**src/design/plic_ca_pkg.sv**
```systemverilog
// Shared constants, kind codes and stage records for the line-cut area pipeline.
`default_nettype none
package plic_ca_pkg;

    localparam int FRAC_BITS = 24;
    localparam int IN_W      = 31;
    localparam int SGN_W     = 32;
    localparam int AREA_W    = 31;
    localparam int PROD_W    = 2 * IN_W;
    localparam int MB_W      = PROD_W - FRAC_BITS;
    localparam int SUM_W     = ((MB_W > SGN_W) ? MB_W : SGN_W) + 2;
    localparam int MUL_W     = 32;
    localparam int NUM_W     = PROD_W + 1;
    localparam int DEN_W     = PROD_W + 1;
    localparam int QW        = AREA_W;
    localparam int REM_W     = DEN_W + QW + 1;

    localparam logic [AREA_W-1:0] AREA_MAX = {AREA_W{1'b1}};

    typedef enum logic [2:0] {
        K_ZERO   = 3'd0,
        K_FULL   = 3'd1,
        K_TRI    = 3'd2,
        K_COMP   = 3'd3,
        K_TRAP_Z = 3'd4,
        K_TRAP_X = 3'd5
    } kind_t;

    typedef struct packed {
        kind_t             kind;
        logic [AREA_W-1:0] width;
    } side_t;

    typedef struct packed {
        side_t             side;
        logic [MUL_W-1:0]  op_a;
        logic [MUL_W-1:0]  op_b;
        logic [DEN_W-1:0]  den;
        logic              frac;
    } oper_t;

    typedef struct packed {
        side_t             side;
        logic [REM_W-1:0]  rem;
        logic [DEN_W-1:0]  den;
        logic              sat;
    } div_t;

endpackage
`default_nettype wire

```
**src/design/plic_ca_numer.sv**
```systemverilog
// Numerator product, fraction scaling and overflow check ahead of the divider.
`default_nettype none
module plic_ca_numer (
    input  wire logic                clk,
    input  wire logic                rst_n,
    input  wire logic                en,
    input  wire logic                in_vld,
    input  wire plic_ca_pkg::oper_t  in_op,
    output logic                     out_vld,
    output plic_ca_pkg::div_t        out_div
);

    logic                               v3_reg, v4_reg;
    logic [2*plic_ca_pkg::MUL_W-1:0]    prod3_reg;
    logic [plic_ca_pkg::DEN_W-1:0]      den3_reg;
    logic                               frac3_reg;
    plic_ca_pkg::side_t                 side3_reg;
    plic_ca_pkg::div_t                  div4_reg, div4_next;
    logic [plic_ca_pkg::REM_W-1:0]      wide, limit;

    always_ff @(posedge clk or negedge rst_n)
    begin
        if (!rst_n)
        begin
            v3_reg <= 1'b0;
            v4_reg <= 1'b0;
        end
        else if (en)
        begin
            v3_reg <= in_vld;
            v4_reg <= v3_reg;
        end
    end

    always_ff @(posedge clk)
    begin
        if (en)
        begin
            prod3_reg <= (2*plic_ca_pkg::MUL_W)'(in_op.op_a) *
                         (2*plic_ca_pkg::MUL_W)'(in_op.op_b);
            den3_reg  <= in_op.den;
            frac3_reg <= in_op.frac;
            side3_reg <= in_op.side;
            div4_reg  <= div4_next;
        end
    end

    always_comb
    begin
        wide = plic_ca_pkg::REM_W'(prod3_reg[plic_ca_pkg::NUM_W-1:0]);
        if (frac3_reg)
        begin
            wide = wide << plic_ca_pkg::FRAC_BITS;
        end
        limit          = plic_ca_pkg::REM_W'({den3_reg, {plic_ca_pkg::QW{1'b0}}});
        div4_next.side = side3_reg;
        div4_next.rem  = wide;
        div4_next.den  = den3_reg;
        // A quotient that cannot fit the result width, or no divisor at all.
        div4_next.sat  = (den3_reg == '0) || (wide >= limit);
    end

    assign out_vld = v4_reg;
    assign out_div = div4_reg;

endmodule
`default_nettype wire

```
**config.mk**
```make
export PLATFORM = sky130hd
export DESIGN_NAME = plic_ca_numer
export DESIGN_NICKNAME = d
export VERILOG_FILES = /design/src/design/plic_ca_pkg.sv /design/src/design/plic_ca_numer.sv
export SDC_FILE = /design/constraint.sdc
export NUM_CORES = 2
export LEC_CHECK = 0
export BUFFER_PORTS_ARGS = -buffer_cell sky130_fd_sc_hd__clkbuf_2
export CAP_MARGIN = 20
export CORE_MARGIN = 3
export CORE_UTILIZATION = 25
export DETAILED_ROUTE_END_ITERATION = 12
export PLACE_DENSITY = 0.44
export SYNTH_ARGS = -nofsm -noshare
export SYNTH_HDL_FRONTEND = slang
export SYNTH_SLANG_ARGS = --single-unit
```
**constraint.sdc**
```tcl
create_clock -name clk -period 4.4 [get_ports clk]
set_input_delay 0.22 -clock clk [delete_from_list [all_inputs] [get_ports clk]]
set_output_delay 0.22 -clock clk [all_outputs]
set_load 0.01 [all_outputs]
```
* Word-level counts from Yosys, hierarchy flattened *
Cells that the tools add are included.

cells by class
  $mul = 1
  magnitude comparators = 1
  mux-type cells = 1
  reduce and logical (&&, ||, !) cells = 2

operators with widths
  cell                            count
  >= comparator 95 x 94 -> 1 bit  1
  2-to-1 mux 87 bit               1
  zero test 63 bit                1
  multiplier 32 x 32 -> 63 bit    1
  logical OR 1 bit                1

word-level totals
  register bits = 356
  bits of input ports = 166
  output and inout port bits = 194
  word-level logic and storage cells = 17

* Longest topological paths before layout *
  word-level depth = 3
  mapped depth = 27
  depth with buffers taken out = 25

* Least setup slack after synthesis *
No wires, ideal clock.

  kind = input to register
  start point = in in_op[126] (netlist name)
  end point = reg prod3_reg[59] (netlist name), data pin
  setup time = 264 ps
  data arrival time = 6733 ps
  path slack = -2596 ps
  stages on the path = 26
  path buffers = 2
  cell sequence = clkbuf_1 nand2_1 fa_1 inv_1 fa_1 fa_1 inv_1 fa_1 inv_1 fa_1 fa_1 fa_1 inv_1 fa_1 inv_1 ha_1 clkbuf_1 nand2_1 or3_4 a311oi_2 nor3_1 o31ai_4 nor3_2 a211o_1 a31oi_1 xor2_1

between the ends
  word-level cells in the longest chain between the ends = 1

ends and longest elaborated chain
  what                          line                 RTL
  from (decl)                   plic_ca_numer.sv:8   input wire plic_ca_pkg::oper_t in_op,
  multiplier 32 x 32 -> 63 bit  plic_ca_numer.sv:39  prod3_reg <= (2*plic_ca_pkg::MUL_W)'(in_op.op_a) *
  to (signal assigned)          plic_ca_numer.sv:39
  to (decl)                     plic_ca_numer.sv:14  logic [2*plic_ca_pkg::MUL_W-1:0] prod3_reg;

No other way between the ends.
A chain may end at the register's enable or synchronous reset.

* Final worst setup path *
  start point = in in_op[112] (netlist name)
  end point = reg prod3_reg[59] (netlist name), data pin

The elaborated chain is that of the path after synthesis.

==> metrics.md <==
| Metric | Value |
|---|---|
| Status | finished with violations |
| Failing checks | negative setup slack |
| Vias per inst | between 4 and 5 |
| Clk root buf | clkbuf_16 |
| Top-count cell post-synth | inv_1 |
| CTS clk-pin slew, worst paths | 0.07 ns |
| Grt ovf | 0 |
| FMAX | roughly 0.15 GHz |
| Final net count | roughly 6600 |
| Largest net degree at the start of global routing | about 110 |
| Synth cell types | between 60 and 70 |
| Max-slew headroom | 41.3% |
| Die X | approximately 440 µm |
| Setup ws final | -2.13 ns |
| HPWL after DPL | around 130000 µm |
| Fraction of the yosys area taken by sequential cells | between 20% and 30% |
| CP delay by family, top | adder cells |
| Placed insts | about 7500 |
| Top-area cell type share of the netlist area | about two fifths |
| Initial antenna violation count | 7 |
| Inserted Clock Buffers | 31 |
| Clk sinks | 348 |
| Via count | 33200 |
| RSZ-0062 raised after global routing | yes |
| DRC | 0 |
| Depth of the most critical reg-to-reg path | 12 |
| Levels on crit path | 24 |
| 1st-iter DRT viols | about 1400 |
| GPL Wtd Cong | between 0.8 and 0.9 |
| Layout cell share with drive strength beyond 1 | between 20% and 30% |
| Hold_ws | between 0.15 and 0.2 ns |
| DR WL/cell | around 21 µm |
| Area leader, netlist | fa_1 |
| Top_reg_cell synth | edfxtp_1 |
| Worst setup path end | prod3_reg[59] |
| Rows | about 160 |
| Post-route clock skew | ~0.014 ns |
| R2R setup slack | approximately 0.62 ns |
| Clk_lat worst skew | around 0.62 ns |
| CP max stage delay | roughly 0.59 ns |
| Max reg flops | around 190 |
| Worst Setup End Kind | register |
| Crit-path max FO | 7 |
| # IOs | between 300 and 400 |
| Slew @ Worst Pin | between 0.8 and 0.9 ns |
| First-pass GRT wire length | 239000 µm |
| Die Y-Extent | around 440 µm |
| Die Area | ~0.19 mm² |
| # port buffers | around 350 |
| Commonest cells in the netlist | inv_1, fa_1, and2_1 |
| YS warnings | 0 |
| Pins Over Slew Limit | 0 |
| Buffers plus inverters on the worst setup path | 5 |
| Worst R2R Start | frac3_reg |
| Asr flop ratio synth | less than 1% |
| Drt first pass iters | 5 |
| Synthesized flop and latch total | approximately 350 |
| Final setup fails | 54 |
| Slowest CP cell | fa_2 |
| Initial Util | about a quarter |
| Period utilisation layout | 148% |
| Worst EP arrival | slightly below 7 ns |
| Crit path kind | primary input to register |
| Total track usage | approximately 17% |
| Mapped cell area | 0.0462 mm² |
| Post-synth EDFFs | between 300 and 400 |
| Core area | 0.183 mm² |
| Crit path required time | about 4.8 ns |
| Top post-synthesis cells by area | fa_1, edfxtp_1, and2_1 |
| Final hold vios | 0 |
| Hold Path Class | primary input to register |
| Tmin final | about 6.5 ns |
| WL final | 161000 µm |
| H-tree lvl count | 1 |
| Avg Synthesized Cell Area | 10.6 µm² |
| Most common cell on crit path | fa_1 |
| CTS tree | built |
| P&R area growth vs syn | 32.9% |
| CP startpoint kind | primary input |
| Number of standard cells after synthesis | around 4400 |
| Reg2Reg Capture Point | out_div[0] |
| Remaining antenna violation count after routing | 0 |
| Clock Tree Buf Depth | 3 |
| Number of global-route vias before repair | 36700 |
| Max_cap viols | 0 |
| Worst path cell trace | buf_8 > buf_12 > buf_8 > and2_1 > fa_1 > fa_1 > fa_1 > inv_2 > fa_1 > inv_2 > fa_1 > fa_2 > fa_2 > fa_1 > ha_4 > a21o_1 > nand3_4 > a311oi_4 > nor3_4 > o31ai_4 > nor3_2 > a211o_1 > a31oi_2 > xor2_1 |
| Fin cells | roughly 7700 |
| CP startpoint | in_op[112] |
what timing repair did:
action,CTS,global route
buffers inserted,62,49
gates cloned,16,12
gates resized for setup,367,370
pin swaps,152,215
endpoints found under the hold margin,101,0
hold buffers,101,0
setup endpoints to repair,55,55
layout by cell type, fill, tap and decap left out, types with 19 or more instances in the layout:
cell	count
fa_1	787
inv_1	857
clkbuf_2	305
nand2_1	452
buf_12	62
fa_2	108
and2_4	89
nand4_1	23
buf_8	30
nor2_1	39
o21ai_0	19
a21oi_2	29
clkbuf_16	54
a21oi_4	19
buf_4	400
dlygate4sd3_1	101
buf_6	113
ha_1	259
mux2_2	41
nor4_1	23
edfxtp_1	346
a21oi_1	40
a21o_1	58
inv_2	60
nor2b_1	30
ha_4	52
xnor2_2	19
and2_1	542
routing by layer:
layer	global-route usage [%]	wire, µm	vias to the layer above	share of wire, %
li1	-	-	15000	-
met1	22.1	70500	17300	44
met2	29.1	80600	687	50
met3	1.68	6220	141	3.9
met4	3.35	3310	6	2.1
met5	0	41	-	0.026
worst register-to-register path, stage by stage (launching register included):
cell	delay [ns]
edfxtp_1	0.85
buf_4	0.37
mux2_2	0.39
ha_1	0.19
a21o_1	0.19
a21o_1	0.18
a21o_1	0.17
a21oi_1	0.13
o21ai_0	0.15
a31oi_1	0.23
nand2_1	0.06
o21ai_0	0.41
o21ai_0	0.21
cell families (layout without fill, tap and decap cells):
family | Yosys count | in the layout | share of synthesized area [%]
mux | 43 | 43 | 1.04
flops | 348 | 348 | 22.6
xor+xnor | 59 | 59 | 1.12
compound gates | 259 | 259 | 3.65
fa+ha+maj | 1208 | 1208 | 47.3
simple gates | 1309 | 1309 | 14.9
other cells | 1 | 12 | 0.00812
buf+inv | 1144 | 2038 | 9.38
through the flow:
| step | util (%) | cell area (µm²) | worst slack (ns) | setup TNS (ns) |
|---|---|---|---|---|
| floorplan | - | 47200 | -2.33 | -90.95 |
| global placement | 30.0 | 55000 | -3.15 | -141.76 |
| detailed placement | 30.0 | 55000 | -3.20 | -142.03 |
| CTS | 32.5 | 59500 | -2.11 | -90.61 |
| global route | 33.5 | 61400 | -2.29 | -101.23 |
| finish | 33.5 | 61400 | -2.13 | -91.84 |
layout make-up:
cell class	instances	area, µm²
diodes	4	10.0
clock buffers	35	791
clock inverters	22	163
fillers	18600	122000
inverters	917	3440
multi-input cells	2886	33800
flip-flops and latches	348	10400
well taps	2464	3080
repair buffers	1064	9690
how the worst min path moves through the flow:
| stage | start | end | depth (start not counted) |
|---|---|---|---|
| after global placement | rst_n | out_vld | 1 |
| after detailed placement | rst_n | out_vld | 1 |
| after global routing | en | den3_reg[39] | 1 |
| final | en | out_div[40] | 1 |
| after CTS | en | out_div[40] | 1 |
| after floorplan | rst_n | out_vld | 0 |
Power is not shown: default switching activity piles up to over one toggle a cycle in this logic, so the estimate is an artifact.
